<file path="src/rtl/nwad_pkg.sv">
// Types, widths and constants of the NIS windowed anomaly detector.
// Depends on nothing.
`default_nettype none
package nwad_pkg;

    localparam int WINDOW_DEPTH_DEF = 16;

    localparam int IN_W      = 32;
    localparam int S_W       = 33;
    localparam int ADJ_W     = 67;
    localparam int DET_W     = 102;
    localparam int WV_W      = 101;
    localparam int NUM_W     = 136;
    localparam int ACC_W     = 140;
    localparam int LIMB_W    = 34;
    localparam int MA_W      = 35;
    localparam int MB_W      = 34;
    localparam int PROD_W    = MA_W + MB_W;
    localparam int NIS_W     = 48;
    localparam int NOISE_W   = 31;
    localparam int THR_W     = 47;
    localparam int EPS_W     = 63;
    localparam int CFG_IDX_W = 3;
    localparam int CFG_W     = 63;
    localparam int IN_TDATA_W  = 12 * IN_W;
    localparam int OUT_TDATA_W = 104;

    localparam logic [NIS_W-1:0] NIS_MAX = {1'b0, {(NIS_W-1){1'b1}}};
    localparam logic [NIS_W-1:0] NIS_MIN = {1'b1, {(NIS_W-1){1'b0}}};

    typedef enum logic [CFG_IDX_W-1:0] {
        REG_NOISE_X    = 3'd0,
        REG_NOISE_Y    = 3'd1,
        REG_NOISE_Z    = 3'd2,
        REG_STEP_THR   = 3'd3,
        REG_WINDOW_THR = 3'd4,
        REG_DET_EPS    = 3'd5,
        REG_SING_VALUE = 3'd6
    } cfg_reg_t;

    typedef struct packed {
        logic [NOISE_W-1:0] noise_x;
        logic [NOISE_W-1:0] noise_y;
        logic [NOISE_W-1:0] noise_z;
        logic [THR_W-1:0]   step_threshold;
        logic [THR_W-1:0]   window_threshold;
        logic [EPS_W-1:0]   det_epsilon;
        logic [THR_W-1:0]   singular_value;
    } cfg_t;

    // innov[0] sits in the lowest bits, matching the input tdata layout
    typedef struct packed {
        logic [8:0][IN_W-1:0] cov;
        logic [2:0][IN_W-1:0] innov;
    } item_t;

    typedef struct packed {
        logic             singular;
        logic [NIS_W-1:0] nis;
    } res_t;

    // cofactor k = s[p]*s[q] - s[r]*s[t], packed {p, q, r, t}
    function automatic logic [15:0] cof_idx(input logic [3:0] k);
        logic [15:0] r;
        case (k)
            4'd0:    r = {4'd4, 4'd8, 4'd5, 4'd7};
            4'd1:    r = {4'd2, 4'd7, 4'd1, 4'd8};
            4'd2:    r = {4'd1, 4'd5, 4'd2, 4'd4};
            4'd3:    r = {4'd5, 4'd6, 4'd3, 4'd8};
            4'd4:    r = {4'd0, 4'd8, 4'd2, 4'd6};
            4'd5:    r = {4'd2, 4'd3, 4'd0, 4'd5};
            4'd6:    r = {4'd3, 4'd7, 4'd4, 4'd6};
            4'd7:    r = {4'd1, 4'd6, 4'd0, 4'd7};
            4'd8:    r = {4'd0, 4'd4, 4'd1, 4'd3};
            default: r = '0;
        endcase
        return r;
    endfunction

endpackage
`default_nettype wire

</file>
<file path="src/rtl/nwad_front.sv">
// Front end: accepts input transactions into a two-entry queue.
// Depends on nwad_pkg.
`default_nettype none
module nwad_front (
    input  logic          clk,
    input  logic          rst_n,
    input  logic          in_valid,
    output logic          in_ready,
    input  nwad_pkg::item_t in_item,
    output logic          item_valid,
    input  logic          item_ready,
    output nwad_pkg::item_t item
);
    import nwad_pkg::*;

    item_t      q_mem [2];
    logic       wr_ptr_reg;
    logic       rd_ptr_reg;
    logic [1:0] count_reg;
    logic       push;
    logic       pop;

    assign in_ready   = (count_reg != 2'd2);
    assign item_valid = (count_reg != 2'd0);
    assign item       = q_mem[rd_ptr_reg];
    assign push       = in_valid && in_ready;
    assign pop        = item_valid && item_ready;

    always_ff @(posedge clk or negedge rst_n)
    begin
        if (!rst_n)
        begin
            wr_ptr_reg <= 1'b0;
            rd_ptr_reg <= 1'b0;
            count_reg  <= 2'd0;
        end
        else
        begin
            if (push)
                wr_ptr_reg <= ~wr_ptr_reg;
            if (pop)
                rd_ptr_reg <= ~rd_ptr_reg;
            if (push && !pop)
                count_reg <= count_reg + 2'd1;
            else if (pop && !push)
                count_reg <= count_reg - 2'd1;
        end
    end

    always_ff @(posedge clk)
    begin
        if (push)
            q_mem[wr_ptr_reg] <= in_item;
    end

endmodule
`default_nettype wire

</file>
<file path="config.mk">
export PLATFORM = sky130hd
export DESIGN_NAME = nwad_front
export DESIGN_NICKNAME = d
export VERILOG_FILES = /design/src/rtl/nwad_pkg.sv /design/src/rtl/nwad_front.sv
export SDC_FILE = /design/constraint.sdc
export NUM_CORES = 1
export LEC_CHECK = 0
export BUFFER_PORTS_ARGS = -buffer_cell sky130_fd_sc_hd__buf_2
export CAP_MARGIN = 25
export CORE_AREA = 2 2 300 302
export CTS_BUF_LIST = sky130_fd_sc_hd__clkbuf_8
export CTS_CLUSTER_DIAMETER = 150
export DETAILED_ROUTE_END_ITERATION = 8
export DIE_AREA = 0 0 302 304
export PLACE_DENSITY = 0.59
export SETUP_SLACK_MARGIN = 0.3
export SLEW_MARGIN = 30
export SYNTH_ARGS = -nofsm -noshare
export SYNTH_HDL_FRONTEND = slang
export SYNTH_SLANG_ARGS = --single-unit
</file>
<file path="constraint.sdc">
create_clock -name clk -period 22.5 [get_ports clk]
set_input_delay 1.125 -clock clk [delete_from_list [all_inputs] [get_ports clk]]
set_output_delay 1.125 -clock clk [all_outputs]
set_load 0.005 [all_outputs]
</file>
==> impl_metrics.tcl <==
set metrics [dict create \
    reg2reg_to "q_mem[1][224]" \
    dr_total_vias 14800 \
    max_cap_viol_count 0 \
    reg2reg_depth 5 \
    cts_tree "done" \
    dieHeight_um 304 \
    cts.sinks 772 \
    grt_antenna_before_repair 15 \
    top_usage_layer "met2" \
    layout-drive-gt1-share_pct 60.8 \
    critical-path-top-cell-by-count "buf_4" \
    root_buffer "clkbuf_8" \
    hold_path.class "in -> async" \
    post_cts_buffers 0 \
    crit_required_ns 21.38 \
    htree_levels 3 \
    final-instance-count-excl-fill 3368 \
    seq_area_frac_synth_pct 82.3 \
    drt_iter0_markers 825 \
    max_freq_mhz 173 \
    fin_skew_ns 0.0225 \
    core_area_um2 89000 \
    critPathTopFamily "buffers and inverters" \
    grt_overflow 0 \
    grtUsageMet2_pct 26.1 \
    max_stage_delay_ns 0.80 \
    dr.pass1.iters 5 \
    rsz0062_at_grt "false" \
    timing.final.crit_share_pct 25.7 \
    synth_warnings 0 \
    grt_use_total_pct 14.5 \
    start_util_pct 31.6 \
    reg2reg_from "count_reg[0]" \
    ant_nets 0 \
    syn_area_per_cell_um2 23.2 \
    crit_type "reg -> out" \
    leakage_uw 0.0133 \
    synth-seq-cells 772 \
    io_pins 774 \
    syn_area_um2 28200 \
    rrSetupSlack_ns 18.72 \
    outcome "finished, final reports clean" \
    synth_top_area_share_pct 81.9 \
    fin_tns_setup_ns 0 \
    wire_per_inst_um 20.6 \
    grt_max_degree 157 \
    met3_usage_pct 4.36 \
    crit_chain "buf_4 -> buf_4 -> buf_4 -> mux2_2 -> buf_2" \
    gp_congestion 0.851 \
    insertion_delay_ns 0.75 \
    slowest_stage "buf_4" \
    crit_fanout 71 \
    netlist_instances 1213 \
    yosysUniqueCellTypes 16 \
    slew_headroom_pct 36.2 \
    die_w_um 302 \
    largest_reg_flops 768 \
    endpoint_kind "output pin" \
    hold_buffers 0 \
    finalSetupViolCount 0 \
    viasPerCell 4.39 \
    tightest_slew_ns 0.956 \
    cts_resized 0 \
    grt_util_met1_pct 15.7 \
    syn_nets 1602 \
    synth_top_area_cell "edfxtp_1" \
    ir_drop_v 0.000118 \
    grt_pass1_vias 15900 \
    rows 110 \
    clockBufferDepth 3 \
    drc 0 \
    die_area_um2 91800 \
    clk_pin_slew_ns 0.06 \
    dp_cells 3132 \
    min_period_ns 5.78 \
    path_buf_inv 4 \
    hpwl_um 47700 \
    synth_area_leaders "edfxtp_1 (82%), mux2_2 (14%), buf_6 (1.6%), mux2_4 (1.6%), dfrtp_1 (0.36%)" \
    cellPowerDensity_nw_per_um2 124 \
    cp-start-kind "flop" \
    portBuffers 773 \
    grt_pass1_wl_um 99400 \
    routed_wl_um 69300 \
    final_hold_viol_count 0 \
    nNetsFinal 2470 \
    arrival_ns 4.66 \
    cts_made_buffers 121 \
    syn_to_final_growth_pct 26.0 \
    slew_viol_final 0 \
]
[metrics by stage]
step                      hold WS [ns]  cell area (µm²)  power, µW  utilization (%)  setup slack (ns)
after floorplan                  0.456            28200       3010                -              4.26
after detailed placement         0.497            33200       3360             37.3             17.37
final                            0.192            35500       4390             39.8             16.72
after global placement           0.473            33200       3340             37.3             17.46
after global routing             0.110            35500       4610             39.8             16.43
after CTS                       0.0636            35400       4470             39.7             16.59
[Yosys cell counts]
master    number
and3_1         1
buf_2          3
buf_6         40
dfrtp_1        4
edfxtp_1     768
ha_1           1
inv_1          1
mux2_1         2
mux2_2       352
mux2_4        30
nand2_1        2
nand2b_1       1
nor2_1         2
or2_2          1
xnor2_1        3
xor2_1         2
[worst max path at each step]
stage                from             to  slack (ns)  cells after the start
6_report       rd_ptr_reg      item[295]       16.72                      5
5_1_grt        rd_ptr_reg      item[245]       16.43                      5
3_5_place_dp     in_valid  q_mem[1][294]       17.37                      5
2_1_floorplan    in_valid    q_mem[0][0]        4.26                      2
4_1_cts        rd_ptr_reg      item[245]       16.59                      5
3_3_place_gp     in_valid  q_mem[1][267]       17.46                      5
[final cells by class]
class	count	area (µm²)
fillers	8151	53600
flip-flops and latches	772	23200
multi-input cells	397	4540
repair buffers	788	4070
clock buffers	121	1670
well taps	1176	1470
clock inverters	100	542
diodes	13	32.5
inverters	1	3.75
[cells by family (layout without fill, tap and decap cells)]
kind of cell,Yosys count,count (layout),synth area share (%)
DFF,772,772,82.3
adders and majority gates,1,1,0.0444
buffers and inverters,44,1010,1.67
and+or+nand+nor,7,7,0.120
xor gates and xnor gates,5,5,0.156
muxes,384,384,15.8
other,0,13,0
[power by group]
part	switching [µW]	total [µW]	leakage (µW)	internal (µW)
clock network	542	1080	0.00129	538
logic	669	1260	0.00482	592
registers	85.3	2050	0.00718	1970
[layer usage]
metal / vias up / routed length (µm)
met5: - / 21
met3: 111 / 5160
li1: 6641 / -
met1: 7450 / 24800
met4: 4 / 1870
met2: 574 / 37400
[layout by cell type, fill, tap and decap left out, types with 4 or more instances in the layout]
cell type   count
clkinv_2       16
inv_1          46
mux2_4         30
buf_4           6
clkinv_1       25
buf_6           5
mux2_2        352
diode_2        13
edfxtp_1      768
buf_2         773
clkbuf_8      121
clkinvlp_4      4
Power figures use the tool's default switching activity.
