--- config.mk ---
export PLATFORM = sky130hd
export DESIGN_NAME = nwad_window
export DESIGN_NICKNAME = d
export VERILOG_FILES = /design/src/rtl/nwad_pkg.sv /design/src/rtl/nwad_window.sv
export SDC_FILE = /design/constraint.sdc
export NUM_CORES = 2
export LEC_CHECK = 0
export BUFFER_PORTS_ARGS = -buffer_cell sky130_fd_sc_hd__buf_2
export CAP_MARGIN = 25
export CORE_ASPECT_RATIO = 0.7
export CORE_UTILIZATION = 50
export CTS_CLUSTER_DIAMETER = 80
export DETAILED_ROUTE_END_ITERATION = 7
export PLACE_DENSITY = 0.79
export SYNTH_ARGS = -nofsm -noshare
export SYNTH_HDL_FRONTEND = slang
export SYNTH_SLANG_ARGS = --single-unit
export TNS_END_PERCENT = 1
--- constraint.sdc ---
create_clock -name clk -period 15 [get_ports clk]
set_input_delay 0.75 -clock clk [delete_from_list [all_inputs] [get_ports clk]]
set_output_delay 0.75 -clock clk [all_outputs]
set_load 0.03 [all_outputs]
--- src/rtl/nwad_pkg.sv ---
// Types, widths and constants of the NIS windowed anomaly detector.
// Depends on nothing.
`default_nettype none
package nwad_pkg;

    localparam int WINDOW_DEPTH_DEF = 16;

    localparam int IN_W      = 32;
    localparam int S_W       = 33;
    localparam int ADJ_W     = 67;
    localparam int DET_W     = 102;
    localparam int WV_W      = 101;
    localparam int NUM_W     = 136;
    localparam int ACC_W     = 140;
    localparam int LIMB_W    = 34;
    localparam int MA_W      = 35;
    localparam int MB_W      = 34;
    localparam int PROD_W    = MA_W + MB_W;
    localparam int NIS_W     = 48;
    localparam int NOISE_W   = 31;
    localparam int THR_W     = 47;
    localparam int EPS_W     = 63;
    localparam int CFG_IDX_W = 3;
    localparam int CFG_W     = 63;
    localparam int IN_TDATA_W  = 12 * IN_W;
    localparam int OUT_TDATA_W = 104;

    localparam logic [NIS_W-1:0] NIS_MAX = {1'b0, {(NIS_W-1){1'b1}}};
    localparam logic [NIS_W-1:0] NIS_MIN = {1'b1, {(NIS_W-1){1'b0}}};

    typedef enum logic [CFG_IDX_W-1:0] {
        REG_NOISE_X    = 3'd0,
        REG_NOISE_Y    = 3'd1,
        REG_NOISE_Z    = 3'd2,
        REG_STEP_THR   = 3'd3,
        REG_WINDOW_THR = 3'd4,
        REG_DET_EPS    = 3'd5,
        REG_SING_VALUE = 3'd6
    } cfg_reg_t;

    typedef struct packed {
        logic [NOISE_W-1:0] noise_x;
        logic [NOISE_W-1:0] noise_y;
        logic [NOISE_W-1:0] noise_z;
        logic [THR_W-1:0]   step_threshold;
        logic [THR_W-1:0]   window_threshold;
        logic [EPS_W-1:0]   det_epsilon;
        logic [THR_W-1:0]   singular_value;
    } cfg_t;

    // innov[0] sits in the lowest bits, matching the input tdata layout
    typedef struct packed {
        logic [8:0][IN_W-1:0] cov;
        logic [2:0][IN_W-1:0] innov;
    } item_t;

    typedef struct packed {
        logic             singular;
        logic [NIS_W-1:0] nis;
    } res_t;

    // cofactor k = s[p]*s[q] - s[r]*s[t], packed {p, q, r, t}
    function automatic logic [15:0] cof_idx(input logic [3:0] k);
        logic [15:0] r;
        case (k)
            4'd0:    r = {4'd4, 4'd8, 4'd5, 4'd7};
            4'd1:    r = {4'd2, 4'd7, 4'd1, 4'd8};
            4'd2:    r = {4'd1, 4'd5, 4'd2, 4'd4};
            4'd3:    r = {4'd5, 4'd6, 4'd3, 4'd8};
            4'd4:    r = {4'd0, 4'd8, 4'd2, 4'd6};
            4'd5:    r = {4'd2, 4'd3, 4'd0, 4'd5};
            4'd6:    r = {4'd3, 4'd7, 4'd4, 4'd6};
            4'd7:    r = {4'd1, 4'd6, 4'd0, 4'd7};
            4'd8:    r = {4'd0, 4'd4, 4'd1, 4'd3};
            default: r = '0;
        endcase
        return r;
    endfunction

endpackage
`default_nettype wire

--- src/rtl/nwad_window.sv ---
// Window stage: ring of recent NIS values, running mean, alarms, output register.
// Depends on nwad_pkg.
`default_nettype none
module nwad_window #(
    parameter int WINDOW_DEPTH = nwad_pkg::WINDOW_DEPTH_DEF
) (
    input  logic           clk,
    input  logic           rst_n,
    input  nwad_pkg::cfg_t cfg,
    input  logic           res_valid,
    output logic           res_ready,
    input  nwad_pkg::res_t res,
    output logic           out_valid,
    input  logic           out_ready,
    output logic [nwad_pkg::NIS_W-1:0] out_nis,
    output logic [nwad_pkg::NIS_W-1:0] out_anis,
    output logic           out_step_alarm,
    output logic           out_window_alarm,
    output logic           out_singular
);
    import nwad_pkg::*;

    localparam int HEAD_W = (WINDOW_DEPTH > 1) ? $clog2(WINDOW_DEPTH) : 1;
    localparam int FILL_W = $clog2(WINDOW_DEPTH + 1);
    localparam int SUM_W  = NIS_W + FILL_W;
    localparam int CNT_W  = $clog2(SUM_W);

    typedef enum logic [2:0] {
        W_IDLE, W_READ, W_UPD, W_ABS, W_DIV, W_SIGN, W_OUT
    } state_t;

    state_t            state_reg;
    logic [HEAD_W-1:0] head_reg;
    logic [FILL_W-1:0] fill_reg;
    logic [SUM_W-1:0]  sum_reg;
    logic [CNT_W-1:0]  cnt_reg;
    logic [NIS_W-1:0]  ring_mem [WINDOW_DEPTH];
    logic [NIS_W-1:0]  rd_reg;
    logic [NIS_W-1:0]  nis_reg;
    logic              sing_reg;
    logic              sneg_reg;
    logic [FILL_W-1:0] rem_reg;
    logic [SUM_W-1:0]  quo_reg;
    logic [NIS_W-1:0]  anis_reg;
    logic              full;
    logic [SUM_W-1:0]  sum_next;
    logic [FILL_W:0]   trial;

    assign res_ready = (state_reg == W_IDLE);
    assign full      = (fill_reg == FILL_W'(WINDOW_DEPTH));

    always_comb
    begin
        sum_next = sum_reg + {{FILL_W{nis_reg[NIS_W-1]}}, nis_reg};
        if (full)
            sum_next = sum_next - {{FILL_W{rd_reg[NIS_W-1]}}, rd_reg};
        trial = {rem_reg, quo_reg[SUM_W-1]} - {1'b0, fill_reg};
    end

    always_ff @(posedge clk or negedge rst_n)
    begin
        if (!rst_n)
        begin
            state_reg <= W_IDLE;
            head_reg  <= '0;
            fill_reg  <= '0;
            sum_reg   <= '0;
            cnt_reg   <= '0;
            out_valid <= 1'b0;
        end
        else
        begin
            if ((state_reg == W_OUT) && (!out_valid || out_ready))
                out_valid <= 1'b1;
            else if (out_ready)
                out_valid <= 1'b0;
            case (state_reg)
                W_IDLE:
                    if (res_valid)
                        state_reg <= W_READ;
                W_READ: state_reg <= W_UPD;
                W_UPD:
                begin
                    sum_reg <= sum_next;
                    if (head_reg == HEAD_W'(WINDOW_DEPTH - 1))
                        head_reg <= '0;
                    else
                        head_reg <= head_reg + 1'b1;
                    if (!full)
                        fill_reg <= fill_reg + 1'b1;
                    state_reg <= W_ABS;
                end
                W_ABS:
                begin
                    cnt_reg   <= CNT_W'(SUM_W - 1);
                    state_reg <= W_DIV;
                end
                W_DIV:
                begin
                    cnt_reg <= cnt_reg - 1'b1;
                    if (cnt_reg == '0)
                        state_reg <= W_SIGN;
                end
                W_SIGN: state_reg <= W_OUT;
                W_OUT:
                    if (!out_valid || out_ready)
                        state_reg <= W_IDLE;
                default: state_reg <= W_IDLE;
            endcase
        end
    end

    always_ff @(posedge clk)
    begin
        case (state_reg)
            W_IDLE:
                if (res_valid)
                begin
                    nis_reg  <= res.nis;
                    sing_reg <= res.singular;
                end
            W_READ: rd_reg <= ring_mem[head_reg];
            W_UPD:  ring_mem[head_reg] <= nis_reg;
            W_ABS:
            begin
                sneg_reg <= sum_reg[SUM_W-1];
                quo_reg  <= sum_reg[SUM_W-1] ? (~sum_reg + 1'b1) : sum_reg;
                rem_reg  <= '0;
            end
            W_DIV:
            begin
                if (!trial[FILL_W])
                    rem_reg <= trial[FILL_W-1:0];
                else
                    rem_reg <= {rem_reg[FILL_W-2:0], quo_reg[SUM_W-1]};
                quo_reg <= {quo_reg[SUM_W-2:0], !trial[FILL_W]};
            end
            W_SIGN:
                anis_reg <= sneg_reg ? (~quo_reg[NIS_W-1:0] + 1'b1) : quo_reg[NIS_W-1:0];
            W_OUT:
                if (!out_valid || out_ready)
                begin
                    out_nis          <= nis_reg;
                    out_anis         <= anis_reg;
                    out_step_alarm   <= $signed(nis_reg) > $signed({1'b0, cfg.step_threshold});
                    out_window_alarm <= $signed(anis_reg) >
                                        $signed({1'b0, cfg.window_threshold});
                    out_singular     <= sing_reg;
                end
            default: ;
        endcase
    end

endmodule
`default_nettype wire

==> results.md <==
- Min Tclk post-route: 6.95 ns
- DP Area: 0.0554 sq mm
- Fin worst setup slack: 8.05 ns
- Async set or reset register ratio after synthesis: 0.0630
- Cells after Synth: 3,398
- Post-Route Setup TNS: 0 ns
- Initial core utilization: 0.509
- Residual DRC count: 0
- CP Data Required Time: 15.66 ns
- Final setup viols: 0
- Seq/Total Area, Yosys: 0.649
- Vias per cell: 6.11
- Largest cells by area after synthesis: edfxtp_1 61%, mux4_2 10%, ha_1 5.1%, dfrtp_1 3.4%, xnor2_1 2.0%
- Antenna viol nets, final: 0
- Number of buffers added for setup after CTS: 0
- Final Wtd Congestion: 0.904
- Relative slew margins: 0.278
- Total GRT Usage: 0.243
- Worst Path Max Fanout: 20
- DP HPWL: 78,600 microns
- 1st-iter DRT viols: 3,436
- Die area: 0.106 sq mm
- Maximum VDD drop: 203 uV
- Synth Flop Type: edfxtp_1
- Simple-Gate Fraction of Synth Area: 0.0586
- Synth Area in Compound Gates: 0.0786
- Final Hold Fails: 0
- Worst-case clock buffer depth: 3
- Rows: 98
- Number of I/O port buffers: 247
- RSZ-0062 raised after global routing: no
- Vias in the first global route: 31,000
- Reg clk slew, reported paths: 0.07 ns
- Largest net degree at the start of global routing: 120
- Fin Clk Skew: 0.0294 ns
- First-pass GRT wire length: 193,000 microns
- Die width: 389 microns
- Worst Hold Class: primary input to flop
- Adder-Cell Fraction of Synth Area: 0.0521
- Number of placed I/O pins: 451
- Slowest stage delay, CP: 0.91 ns
- Worst EP arrival: 7.61 ns
- Leak pwr: 21.1 nW
- CTS Sinks: 1,143
- Max cap viols: 0
- CTS buffer count: 106
- Post-synth cell types: 74
- Crit end category: flop
- Post-synthesis area per instance: 15.4 sq um
- Worst slack at placement: 8.29 ns
- Slew @ Worst Pin: 1.08 ns
- Post-synth top area share: 0.615
- Drt wl/cell: 25.0 microns
- First-pass detailed-route iteration total: 6
- Hold_buf cts: 1
- Tcrit/Tclk final: 0.464
- WL final: 128,000 microns
- Initial antenna violation count: 5
- Fmax: 144 MHz
- Clock root buffer master: clkbuf_16
- Cell Area, Synth: 0.0523 sq mm
- Largest family of logic cells by synthesized area: multiplexers
- Mux share of post-synthesis cell area: 0.106
- Post-layout net count: 4,258
- Setup CP Type: flop to flop
- Number of flip-flops in the largest register: 768
- Max Slew Vio Count: 0
- # fillers: 7,728
- Cells along the critical path: inv_1 > fa_1 > nand2b_1 > a21oi_1 > o2111a_1 > o2111ai_1 > a21boi_0 > nor2_1 > o21ai_0 > a31oi_1 > xnor2_1 > ha_1 > a21oi_1 > o21ai_0 > nor2_1 > o21ai_0 > a31oi_1 > o21ai_0 > a41oi_1 > or4_1 > nand3_1 > a21o_1
- Synth warn: 0
- Die height: 273 microns
- Core area: 0.103 sq mm
- CP Launch Type: flop
- Core Util, Final: 0.572
- Synth Register Bits: 1,143
- Status: finished clean
- Syn-to-layout area delta: 12.5%
- Number of flops mapped to enable cells by yosys: 1,071
- Total gr overflow: 0
- Post-CTS sizing: 0
- Share of layout cells above drive strength 1: 0.204
- Cell taking the most area after synthesis: edfxtp_1
- Design Area, Final: 0.0589 sq mm
- H-tree depth: 3
- CP most frequent cell: o21ai_0
- Power density cells: 224 mW/mm^2
- Via count: 31,400
- Mapped Nets: 3,964
- XOR/XNOR share of the synthesized area: 0.0330
- CP max-delay cell: edfxtp_1
- Clock Latency Late Sink: 0.73 ns
- CTS tree: yes
[power breakdown]
group	internal [mW]	switching, mW	leakage [nW]
Clock	1.47	1.23	1.66
Combinational	2.41	3.42	8.91
Sequential	4.18	0.482	10.6
Total	8.07	5.12	21.1
[through the flow]
step                      hold WS (ns)  cells  power [mW]
after floorplan                  0.400   3398        8.84
after global placement           0.417   4932        10.3
after detailed placement         0.407   4932        10.4
after CTS                        0.138   5134        13.1
after global routing             0.156   5136        13.9
final                            0.185   5136        13.2
[area by class of cell]
type / instances / area, sq um / area share
clock inverter: 69 / 679 / 0.0115
antenna: 1 / 2.50 / 0.0000425
tap: 1350 / 1690 / 0.0287
multi-input combinational: 1937 / 17200 / 0.293
timing repair buffer: 315 / 1780 / 0.0303
sequential: 1143 / 34000 / 0.577
clock buffer: 132 / 2780 / 0.0473
inverter: 189 / 709 / 0.0121
[Yosys cell counts (16+ instances only)]
master / count
inv_1: 189
clkbuf_1: 106
edfxtp_1: 1071
buf_1: 23
xnor2_1: 118
mux4_2: 240
nand2b_1: 36
nor2b_1: 23
nand2_1: 210
a21oi_1: 183
o21bai_1: 22
xor2_1: 79
dfrtp_1: 72
nand3_1: 26
o21a_1: 16
and2_1: 24
o31ai_1: 35
nor3_1: 17
o21ai_0: 195
and3_1: 19
ha_1: 213
or4_1: 19
nand4_1: 45
nor2_1: 129
a31oi_1: 27
a21o_1: 84
[critical path: cells and delay by family, from the launching register on]
family | cells | cell delay (ns)
DFF | 1 | 0.91
adders and majority gates | 2 | 0.72
AOI/OAI and AO/OA | 13 | 3.71
buffers and inverters | 1 | 0.14
xor gates and xnor gates | 1 | 0.26
and+or+nand+nor | 5 | 1.10
[final timing paths]
path,startpoint,endpoint,slack (ns),depth (start not counted)
min reg2reg,sing_reg,out_singular,0.44,0
min,res[15],nis_reg[15],0.18,1
max in group asynchronous,rst_n,head_reg[2],13.39,3
min in group asynchronous,rst_n,cnt_reg[3],0.49,2
max,nis_reg[1],sum_reg[46],8.05,22
max reg2reg,nis_reg[1],sum_reg[46],8.05,22
[cell usage in the layout, fill, tap and decap left out, types with 66 or more instances in the layout]
master,Yosys,layout
edfxtp_1,1071,1071
buf_2,0,246
mux4_2,240,240
ha_1,213,213
nand2_1,210,210
o21ai_0,195,195
inv_1,189,188
a21oi_1,183,183
nor2_1,129,125
xnor2_1,118,118
clkbuf_16,0,107
a21o_1,84,84
xor2_1,79,79
dfrtp_1,72,68
buf_4,0,66
[routing by layer]
metal | global-route usage | wire length [microns]
met5 | 0 | 13
met4 | 0.0682 | 3170
met3 | 0.0461 | 11400
met2 | 0.383 | 60100
met1 | 0.346 | 53800
[cell families after synthesis]
family / Yosys count
buffers and inverters: 318
and+or+nand+nor: 610
muxes: 253
xor gates and xnor gates: 197
DFF: 1143
adders and majority gates: 216
AOI/OAI and AO/OA: 661
Power figures use the tool's default switching activity.
